==> src/rtl/iert_pkg.sv <==
`timescale 1ns / 1ps

package iert_pkg;

  localparam int TABLE_DEPTH = 64;
  localparam int IDX_W       = (TABLE_DEPTH > 1) ? $clog2(TABLE_DEPTH) : 1;
  localparam int CNT_W       = $clog2(TABLE_DEPTH + 1);

  localparam logic [7:0]  ECHO_REPLY_TYPE = 8'd0;
  localparam logic [27:0] LEN_UNDER_MIN   = 28'd0;   // length bits 3 and up all zero means < 8
  localparam logic [31:0] USEC_PER_SEC    = 32'd1000000;
  localparam logic [31:0] USEC_PER_MS     = 32'd1000;

  // quotient bits of a microsecond magnitude below 2^20 divided by 1000
  localparam int DIV_STEPS = 11;
  localparam int STEP_W    = $clog2(DIV_STEPS);

  typedef enum logic [2:0] {
    ST_OK       = 3'd0,
    ST_SHORT    = 3'd1,
    ST_MISMATCH = 3'd2,
    ST_RANGE    = 3'd3,
    ST_FULL     = 3'd4
  } status_t;

  typedef enum logic {
    KIND_SEND  = 1'b0,
    KIND_REPLY = 1'b1
  } kind_t;

  typedef struct packed {
    status_t          status;
    logic [15:0]      sequence_res;
    logic [15:0]      icmp_length;
    logic [31:0]      round_trip_ms;
    logic [CNT_W-1:0] sent_total;
    logic [31:0]      received_total;
  } result_t;

  typedef struct packed {
    logic    load;
    result_t data;
  } res_load_t;

endpackage

==> src/rtl/iert_if.sv <==
`timescale 1ns / 1ps

interface iert_req_if;
  logic        valid;
  logic        ready;
  logic        kind;
  logic [31:0] now_seconds;
  logic [19:0] now_microseconds;
  logic [3:0]  ip_header_words;
  logic [15:0] received_length;
  logic [7:0]  message_type;
  logic [15:0] message_identifier;
  logic [15:0] message_sequence;

  modport source (
    output valid, kind, now_seconds, now_microseconds, ip_header_words,
           received_length, message_type, message_identifier, message_sequence,
    input  ready
  );
  modport sink (
    input  valid, kind, now_seconds, now_microseconds, ip_header_words,
           received_length, message_type, message_identifier, message_sequence,
    output ready
  );
endinterface

interface iert_res_if;
  logic                          valid;
  logic                          ready;
  logic [2:0]                    status;
  logic [15:0]                   sequence_res;
  logic [15:0]                   icmp_length;
  logic signed [31:0]            round_trip_ms;
  logic [iert_pkg::CNT_W-1:0]    sent_total;
  logic [31:0]                   received_total;

  modport source (
    output valid, status, sequence_res, icmp_length, round_trip_ms, sent_total,
           received_total,
    input  ready
  );
  modport sink (
    input  valid, status, sequence_res, icmp_length, round_trip_ms, sent_total,
           received_total,
    output ready
  );
endinterface

==> src/rtl/iert_alu.sv <==
`timescale 1ns / 1ps

module iert_alu (
  input  logic [31:0] a,
  input  logic [31:0] b,
  input  logic        sub,
  output logic [31:0] res
);

  logic [31:0] b_eff;

  assign b_eff = sub ? ~b : b;
  assign res   = a + b_eff + {31'd0, sub};

endmodule

==> src/rtl/iert_core.sv <==
`timescale 1ns / 1ps

module iert_core (
  input  logic                clk,
  input  logic                rst,
  iert_req_if.sink            req,
  input  logic [15:0]         own_identifier,
  input  logic                out_free,
  output iert_pkg::res_load_t res_load
);

  typedef enum logic [3:0] {
    S_IDLE,
    S_LEN,
    S_SEC,
    S_USEC,
    S_BOR_S,
    S_BOR_U,
    S_ABS,
    S_DIV,
    S_QNEG,
    S_MUL_A,
    S_MUL_B,
    S_SUM,
    S_DONE
  } state_t;

  state_t state;

  logic [31:0] now_s;
  logic [19:0] now_us;
  logic [3:0]  hdr_words;
  logic [15:0] rx_len;
  logic [7:0]  mtype;
  logic [15:0] mid;
  logic [15:0] mseq;

  logic [iert_pkg::CNT_W-1:0] send_counter;
  logic [31:0]                reply_counter;

  logic [51:0] mem [iert_pkg::TABLE_DEPTH];
  logic [51:0] rd_data;

  logic [31:0] secs;
  logic [31:0] usecs;
  logic [31:0] quo;
  logic [31:0] acc;
  logic [iert_pkg::DIV_STEPS-1:0] q;
  logic                           neg;
  logic [iert_pkg::STEP_W-1:0]    step;

  iert_pkg::status_t status;
  logic [15:0]       seq_res;
  logic [15:0]       icmp_len;
  logic [31:0]       rtt;

  logic        accept;
  logic        table_full;
  logic [31:0] alu_a;
  logic [31:0] alu_b;
  logic        alu_sub;
  logic [31:0] alu_res;
  logic [31:0] div_b;
  logic        len_short;
  logic        id_bad;
  logic        seq_bad;
  logic        entry_written;

  assign req.ready  = (state == S_IDLE) && !rst;
  assign accept     = req.valid && req.ready;
  assign table_full = (32'(send_counter) >= 32'(iert_pkg::TABLE_DEPTH));
  assign div_b      = iert_pkg::USEC_PER_MS << step;

  // entries below the fill count hold a real time, others read as zero
  assign entry_written = (17'(mseq) < 17'(send_counter));
  assign len_short     = alu_res[31] || (alu_res[30:3] == {1'b0, iert_pkg::LEN_UNDER_MIN[26:0]});
  assign id_bad        = (mtype != iert_pkg::ECHO_REPLY_TYPE) || (mid != own_identifier);
  assign seq_bad       = (17'(mseq) >= 17'(iert_pkg::TABLE_DEPTH));

  always_comb begin
    alu_a   = '0;
    alu_b   = '0;
    alu_sub = 1'b0;
    case (state)
      S_LEN: begin
        alu_a   = 32'(rx_len);
        alu_b   = 32'({hdr_words, 2'b00});
        alu_sub = 1'b1;
      end
      S_SEC: begin
        alu_a   = now_s;
        alu_b   = secs;
        alu_sub = 1'b1;
      end
      S_USEC: begin
        alu_a   = 32'(now_us);
        alu_b   = usecs;
        alu_sub = 1'b1;
      end
      S_BOR_S: begin
        alu_a   = secs;
        alu_b   = 32'd1;
        alu_sub = 1'b1;
      end
      S_BOR_U: begin
        alu_a = usecs;
        alu_b = iert_pkg::USEC_PER_SEC;
      end
      S_ABS: begin
        alu_b   = usecs;
        alu_sub = 1'b1;
      end
      S_DIV: begin
        alu_a   = usecs;
        alu_b   = div_b;
        alu_sub = 1'b1;
      end
      S_QNEG: begin
        alu_b   = 32'(q);
        alu_sub = 1'b1;
      end
      // x*1000 = x*1024 - x*32 + x*8
      S_MUL_A: begin
        alu_a   = secs << 10;
        alu_b   = secs << 5;
        alu_sub = 1'b1;
      end
      S_MUL_B: begin
        alu_a = acc;
        alu_b = secs << 3;
      end
      S_SUM: begin
        alu_a = acc;
        alu_b = quo;
      end
      default: begin
        alu_a   = '0;
        alu_b   = '0;
        alu_sub = 1'b0;
      end
    endcase
  end

  iert_alu u_alu (
    .a   (alu_a),
    .b   (alu_b),
    .sub (alu_sub),
    .res (alu_res)
  );

  always_ff @(posedge clk) begin
    if (accept && (req.kind == iert_pkg::KIND_SEND) && !table_full) begin
      mem[send_counter[iert_pkg::IDX_W-1:0]] <= {req.now_seconds, req.now_microseconds};
    end
    if (accept && (req.kind == iert_pkg::KIND_REPLY)) begin
      rd_data <= mem[req.message_sequence[iert_pkg::IDX_W-1:0]];
    end
  end

  always_ff @(posedge clk) begin
    if (rst) begin
      state         <= S_IDLE;
      send_counter  <= '0;
      reply_counter <= '0;
    end else begin
      case (state)
        S_IDLE: begin
          if (accept) begin
            now_s     <= req.now_seconds;
            now_us    <= req.now_microseconds;
            hdr_words <= req.ip_header_words;
            rx_len    <= req.received_length;
            mtype     <= req.message_type;
            mid       <= req.message_identifier;
            mseq      <= req.message_sequence;
            icmp_len  <= '0;
            rtt       <= '0;
            if (req.kind == iert_pkg::KIND_SEND) begin
              seq_res <= 16'(send_counter);
              state   <= S_DONE;
              if (table_full) begin
                status <= iert_pkg::ST_FULL;
              end else begin
                status       <= iert_pkg::ST_OK;
                send_counter <= send_counter + iert_pkg::CNT_W'(1);
              end
            end else begin
              seq_res <= req.message_sequence;
              state   <= S_LEN;
            end
          end
        end
        S_LEN: begin
          icmp_len <= alu_res[31] ? 16'd0 : alu_res[15:0];
          secs     <= entry_written ? rd_data[51:20] : 32'd0;
          usecs    <= entry_written ? 32'(rd_data[19:0]) : 32'd0;
          if (len_short) begin
            status <= iert_pkg::ST_SHORT;
            state  <= S_DONE;
          end else if (id_bad) begin
            status <= iert_pkg::ST_MISMATCH;
            state  <= S_DONE;
          end else if (seq_bad) begin
            status <= iert_pkg::ST_RANGE;
            state  <= S_DONE;
          end else begin
            status        <= iert_pkg::ST_OK;
            reply_counter <= reply_counter + 32'd1;
            state         <= S_SEC;
          end
        end
        S_SEC: begin
          secs  <= alu_res;
          state <= S_USEC;
        end
        S_USEC: begin
          usecs <= alu_res;
          state <= alu_res[31] ? S_BOR_S : S_ABS;
        end
        S_BOR_S: begin
          secs  <= alu_res;
          state <= S_BOR_U;
        end
        S_BOR_U: begin
          usecs <= alu_res;
          state <= S_ABS;
        end
        S_ABS: begin
          // divide the magnitude, fix the sign afterwards (truncates toward zero)
          neg   <= usecs[31];
          usecs <= usecs[31] ? alu_res : usecs;
          q     <= '0;
          step  <= iert_pkg::STEP_W'(iert_pkg::DIV_STEPS - 1);
          state <= S_DIV;
        end
        S_DIV: begin
          q <= {q[iert_pkg::DIV_STEPS-2:0], ~alu_res[31]};
          if (!alu_res[31]) begin
            usecs <= alu_res;
          end
          if (step == '0) begin
            state <= S_QNEG;
          end else begin
            step <= step - iert_pkg::STEP_W'(1);
          end
        end
        S_QNEG: begin
          quo   <= neg ? alu_res : 32'(q);
          state <= S_MUL_A;
        end
        S_MUL_A: begin
          acc   <= alu_res;
          state <= S_MUL_B;
        end
        S_MUL_B: begin
          acc   <= alu_res;
          state <= S_SUM;
        end
        S_SUM: begin
          rtt   <= alu_res;
          state <= S_DONE;
        end
        S_DONE: begin
          if (out_free) begin
            state <= S_IDLE;
          end
        end
        default: begin
          state <= S_IDLE;
        end
      endcase
    end
  end

  assign res_load.load                = (state == S_DONE) && out_free;
  assign res_load.data.status         = status;
  assign res_load.data.sequence_res   = seq_res;
  assign res_load.data.icmp_length    = icmp_len;
  assign res_load.data.round_trip_ms  = rtt;
  assign res_load.data.sent_total     = send_counter;
  assign res_load.data.received_total = reply_counter;

endmodule

==> src/rtl/icmp_echo_reply_tracker.sv <==
`timescale 1ns / 1ps

// Echo request/reply tracker. A send request stores the current time at the next
// sequence number (64-entry timestamp memory) and returns that sequence; once all
// entries are used, sends return status table full. A reply request is checked for
// length, type, identifier and sequence range, and a good one returns the round trip
// in milliseconds. One request is worked on at a time, stepped by a sequencer that
// runs every subtraction (with a borrow step when the microsecond difference borrows
// a second), the shift-and-add multiply by 1000 and an 11-step divide by 1000
// through one shared 32-bit adder. A finished result sits in an output register,
// so the next request is taken while it waits. Write own_identifier only while no
// request is in flight.

module icmp_echo_reply_tracker (
  input  logic        clk,
  input  logic        rst,
  iert_req_if.sink    req,
  iert_res_if.source  res,
  input  logic        cfg_wr_en,
  input  logic [15:0] cfg_wr_data
);

  logic [15:0]         own_identifier;
  logic                out_free;
  iert_pkg::res_load_t res_load;
  iert_pkg::result_t   out_data;
  logic                out_valid;

  always_ff @(posedge clk) begin
    if (rst) begin
      own_identifier <= '0;
    end else if (cfg_wr_en) begin
      own_identifier <= cfg_wr_data;
    end
  end

  assign out_free = !out_valid || res.ready;

  iert_core u_core (
    .clk            (clk),
    .rst            (rst),
    .req            (req),
    .own_identifier (own_identifier),
    .out_free       (out_free),
    .res_load       (res_load)
  );

  always_ff @(posedge clk) begin
    if (rst) begin
      out_valid <= 1'b0;
    end else if (res_load.load) begin
      out_valid <= 1'b1;
    end else if (res.ready) begin
      out_valid <= 1'b0;
    end
  end

  always_ff @(posedge clk) begin
    if (res_load.load) begin
      out_data <= res_load.data;
    end
  end

  assign res.valid          = out_valid;
  assign res.status         = out_data.status;
  assign res.sequence_res   = out_data.sequence_res;
  assign res.icmp_length    = out_data.icmp_length;
  assign res.round_trip_ms  = out_data.round_trip_ms;
  assign res.sent_total     = out_data.sent_total;
  assign res.received_total = out_data.received_total;

endmodule
==> src/flat_wrapper.sv <==
// flat-port wrapper written by rule: the top's interface ports become plain ports
module icmp_echo_reply_tracker_flat 
  (clk, rst, cfg_wr_en, cfg_wr_data, req_valid, req_kind, req_now_seconds, req_now_microseconds, req_ip_header_words, req_received_length, req_message_type, req_message_identifier, req_message_sequence, req_ready, res_valid, res_status, res_sequence_res, res_icmp_length, res_round_trip_ms, res_sent_total, res_received_total, res_ready);
  iert_req_if req_i ();
  iert_res_if res_i ();
  input  logic clk;
  input  logic rst;
  input  logic cfg_wr_en;
  input  logic [15:0] cfg_wr_data;
  input wire logic [$bits(req_i.valid)-1:0] req_valid;
  input wire logic [$bits(req_i.kind)-1:0] req_kind;
  input wire logic [$bits(req_i.now_seconds)-1:0] req_now_seconds;
  input wire logic [$bits(req_i.now_microseconds)-1:0] req_now_microseconds;
  input wire logic [$bits(req_i.ip_header_words)-1:0] req_ip_header_words;
  input wire logic [$bits(req_i.received_length)-1:0] req_received_length;
  input wire logic [$bits(req_i.message_type)-1:0] req_message_type;
  input wire logic [$bits(req_i.message_identifier)-1:0] req_message_identifier;
  input wire logic [$bits(req_i.message_sequence)-1:0] req_message_sequence;
  output wire logic [$bits(req_i.ready)-1:0] req_ready;
  output wire logic [$bits(res_i.valid)-1:0] res_valid;
  output wire logic [$bits(res_i.status)-1:0] res_status;
  output wire logic [$bits(res_i.sequence_res)-1:0] res_sequence_res;
  output wire logic [$bits(res_i.icmp_length)-1:0] res_icmp_length;
  output wire logic [$bits(res_i.round_trip_ms)-1:0] res_round_trip_ms;
  output wire logic [$bits(res_i.sent_total)-1:0] res_sent_total;
  output wire logic [$bits(res_i.received_total)-1:0] res_received_total;
  input wire logic [$bits(res_i.ready)-1:0] res_ready;
  assign req_i.valid = req_valid;
  assign req_i.kind = req_kind;
  assign req_i.now_seconds = req_now_seconds;
  assign req_i.now_microseconds = req_now_microseconds;
  assign req_i.ip_header_words = req_ip_header_words;
  assign req_i.received_length = req_received_length;
  assign req_i.message_type = req_message_type;
  assign req_i.message_identifier = req_message_identifier;
  assign req_i.message_sequence = req_message_sequence;
  assign req_ready = req_i.ready;
  assign res_valid = res_i.valid;
  assign res_status = res_i.status;
  assign res_sequence_res = res_i.sequence_res;
  assign res_icmp_length = res_i.icmp_length;
  assign res_round_trip_ms = res_i.round_trip_ms;
  assign res_sent_total = res_i.sent_total;
  assign res_received_total = res_i.received_total;
  assign res_i.ready = res_ready;
  icmp_echo_reply_tracker u_core (.clk(clk), .rst(rst), .req(req_i), .res(res_i), .cfg_wr_en(cfg_wr_en), .cfg_wr_data(cfg_wr_data));
endmodule
==> config.mk <==
export PLATFORM = sky130hd
export DESIGN_NAME = icmp_echo_reply_tracker_flat
export DESIGN_NICKNAME = d
export VERILOG_FILES = /design/src/rtl/iert_pkg.sv /design/src/rtl/iert_if.sv /design/src/rtl/iert_alu.sv /design/src/rtl/iert_core.sv /design/src/rtl/icmp_echo_reply_tracker.sv /design/src/flat_wrapper.sv
export SDC_FILE = /design/constraint.sdc
export NUM_CORES = 2
export LEC_CHECK = 0
export ABC_CLOCK_PERIOD_IN_PS = 11200
export BUFFER_PORTS_ARGS = -buffer_cell sky130_fd_sc_hd__buf_2
export CAP_MARGIN = 20
export CORE_UTILIZATION = 60
export DETAILED_ROUTE_END_ITERATION = 16
export PLACE_DENSITY = 0.81
export SLEW_MARGIN = 5
export SYNTH_ARGS = -nofsm -noshare
export SYNTH_HDL_FRONTEND = slang
export SYNTH_SLANG_ARGS = --single-unit
==> constraint.sdc <==
create_clock -name clk -period 11.2 [get_ports clk]
set_input_delay 1.68 -clock clk [delete_from_list [all_inputs] [get_ports clk]]
set_output_delay 1.68 -clock clk [all_outputs]
set_load 0.03 [all_outputs]
==> flow_summary.ini <==
[run_status]
status = finished clean

[logic_synthesis]
ys_ff_latch = 3869
synth_edf_count = 3809
avgSynthCellArea_sq_um = 22.39
async_flop_share = 0
ys_types = 88
netlist_area_sq_mm = 0.1503
synthFlopType = edfxtp_1
yosysWarnings = 0
syn_inst = 6712
synth-seq-area-share = 0.7692
synth_fp_nets = 6894

[sta]
fin_tns_setup_ns = 0
max_freq_mhz = 129.2
slew_viol_final = 0
finClkSkew_ns = 0.08858
setup-violations-final = 0
hold_slack_ns = 0.3914
hold_viol = 0
grt_setup_unrepaired = false
min_period_ns = 7.742
slew_headroom = 0.1657
fin_crit_sh = 0.6912
worstMarginPinSlew_ns = 1.249

[floorplanning]
start_util = 0.6037
num_rows = 183
die_h_microns = 502.4
dieWidth_microns = 502.4
core_area_sq_mm = 0.2489
ioPinCount = 242
dieArea_sq_mm = 0.2524

[power]
finalPower_uw = 32780
p_leak_uw = 0.05362
p_per_area_mw_per_mm2 = 193.8
ir_worst_vdd_mv = 0.1864

[critical_path]
arrival_ns = 8.35
path_class = register to register
endpoint_kind = register
start_kind = register
cp_max_fo = 30
required_ns = 11.80

[grt]
grt_max_degree = 140
antenna_found_initial = 52
grt-ovfl-total = 0
grt_pass1_vias = 79250
track_usage = 0.3717
grt_first_pass_wirelength_microns = 637300

[place]
dp_hpwl_microns = 241200
io_buffers = 241
place_area_sq_mm = 0.1565
finalWeightedCongestion = 0.9613
dp_cells = 10120

[min_path]
hold_class = register to register

[final_layout]
final_cell_mix = edfxtp_1, mux4_2, clkbuf_16, buf_2, buf_4
drive_gt1_frac = 0.2959
design_area_sq_mm = 0.1692
fin_cells = 10840
area_growth_pct = 12.59
nets = 7382
layout_commonest_cell = edfxtp_1

[routing]
postRouteAntennaNets = 0
drt-pass1-iter-count = 10
drt_iter0_drc = 14990
drt-total-wl_microns = 466100
dr_total_vias = 80610
drc = 0
avgRoutedWirePerCell_microns = 42.99
viasPerCell = 7.435

[clock_network]
cts_sinks = 3869
cts_tree = yes
cts_setup_buffers = 0
ctsResizeCount = 0
root_buffer = clkbuf_16
clk_pin_slew_worst_paths_ns = 0.06
cts_htree_levels = 5
clk_latency_ns = 1.02
cts_buffers = 388
cts_hold_buf = 0
clockBufferDepth = 4

[run]
cap_violations = 0
-- final cells by class --
class,instances,area (sq um)
diodes,15,37.54
clock buffers,475,10240
clock inverters,212,2069
fillers,14060,79720
inverters,58,222.7
multi-input cells,2429,33640
flip-flops and latches,3869,115600
well taps,3330,4167
repair buffers,454,3212
-- worst paths after layout --
path | from | end | slack (ns) | depth (start not counted)
max | u_core.u_core.state[0] | u_core.u_core.usecs[12] | 3.46 | 22
min | u_core.u_core.status[1] | u_core.res.status[1] | 0.39 | 0
max reg2reg | u_core.u_core.state[0] | u_core.u_core.usecs[12] | 3.46 | 22
min reg2reg | u_core.u_core.status[1] | u_core.res.status[1] | 0.39 | 0
-- Yosys cell counts (24+ instances only) --
library cell	n	share of area
nor2b_1	28	0.0012
o21ai_0	74	0.0025
edfxtp_1	3809	0.76
mux4_2	1081	0.16
nand3_1	66	0.0022
a222oi_1	28	0.0019
buf_1	77	0.0019
inv_1	52	0.0013
ha_1	47	0.0039
mux2_2	31	0.0023
dfxtp_1	60	0.0080
a21oi_1	73	0.0024
xor2_1	35	0.0020
nand4_1	24	0.0010
clkbuf_1	260	0.0065
and2_1	44	0.0018
xnor2_1	28	0.0016
nor3_1	29	0.00097
mux2i_1	56	0.0037
nand2_1	160	0.0040
a22o_1	35	0.0020
nor2_1	244	0.0061
a22oi_1	78	0.0039
-- critical path: stages (launching register included) --
cell	delay, ns
dfxtp_2	0.75
buf_4	0.52
xor2_1	0.26
and2_1	0.23
nor2b_1	0.73
a222oi_1	0.29
o21ai_0	0.13
a21oi_1	0.09
xnor2_1	0.26
ha_1	0.39
a21oi_1	0.26
o21ai_0	0.16
a21o_1	0.26
and3_1	0.19
a21oi_1	0.49
a21oi_1	0.20
o22a_1	0.26
xor2_2	0.15
buf_4	0.24
inv_2	0.15
a31oi_1	0.27
o21a_1	0.61
buf_4	0.48
-- per-stage QoR --
step                      worst slack (ns)  utilization
after CTS                            3.690       0.6782
after global routing                 3.218       0.6796
after global placement               3.834       0.6287
after floorplan                      4.122            -
after detailed placement             3.685       0.6287
final                                3.458       0.6797
-- power by group --
part / internal [uW] / switching (uW)
logic: 992 / 2200
registers: 16300 / 261
clock network: 7390 / 5650
-- sequential cells by signal (all words and copies together) (netlist names), 20 cells and up --
name                         count
u_core.u_core.usecs             32
u_core.u_core.reply_counter     32
u_core.u_core.quo               32
u_core.u_core.secs              32
u_core.u_core.rd_data           52
u_core.u_core.mem             3328
u_core.u_core.rtt               32
u_core.u_core.now_s             32
u_core.u_core.acc               32
u_core.res.received_total       32
u_core.res.round_trip_ms        32
u_core.u_core.now_us            20
-- kinds of logic (layout without fill, tap and decap cells) --
logic type | Yosys count | after routing | share of synthesized area
flops | 3869 | 3869 | 0.7692
mux | 1178 | 1178 | 0.1689
simple gates | 688 | 688 | 0.02165
compound gates | 450 | 450 | 0.02160
buf+inv | 414 | 1199 | 0.01060
xor+xnor | 65 | 65 | 0.003964
fa+ha+maj | 48 | 48 | 0.004047
other cells | 0 | 15 | 0
-- layer usage --
metal,track usage,wire [microns],up-vias
met3,0.1032,63860,1536
met1,0.4826,152500,41590
li1,-,-,29460
met4,0.1983,29410,48
met2,0.5776,219800,7973
met5,0.003997,497,-
(Power assumes the default switching activity.)
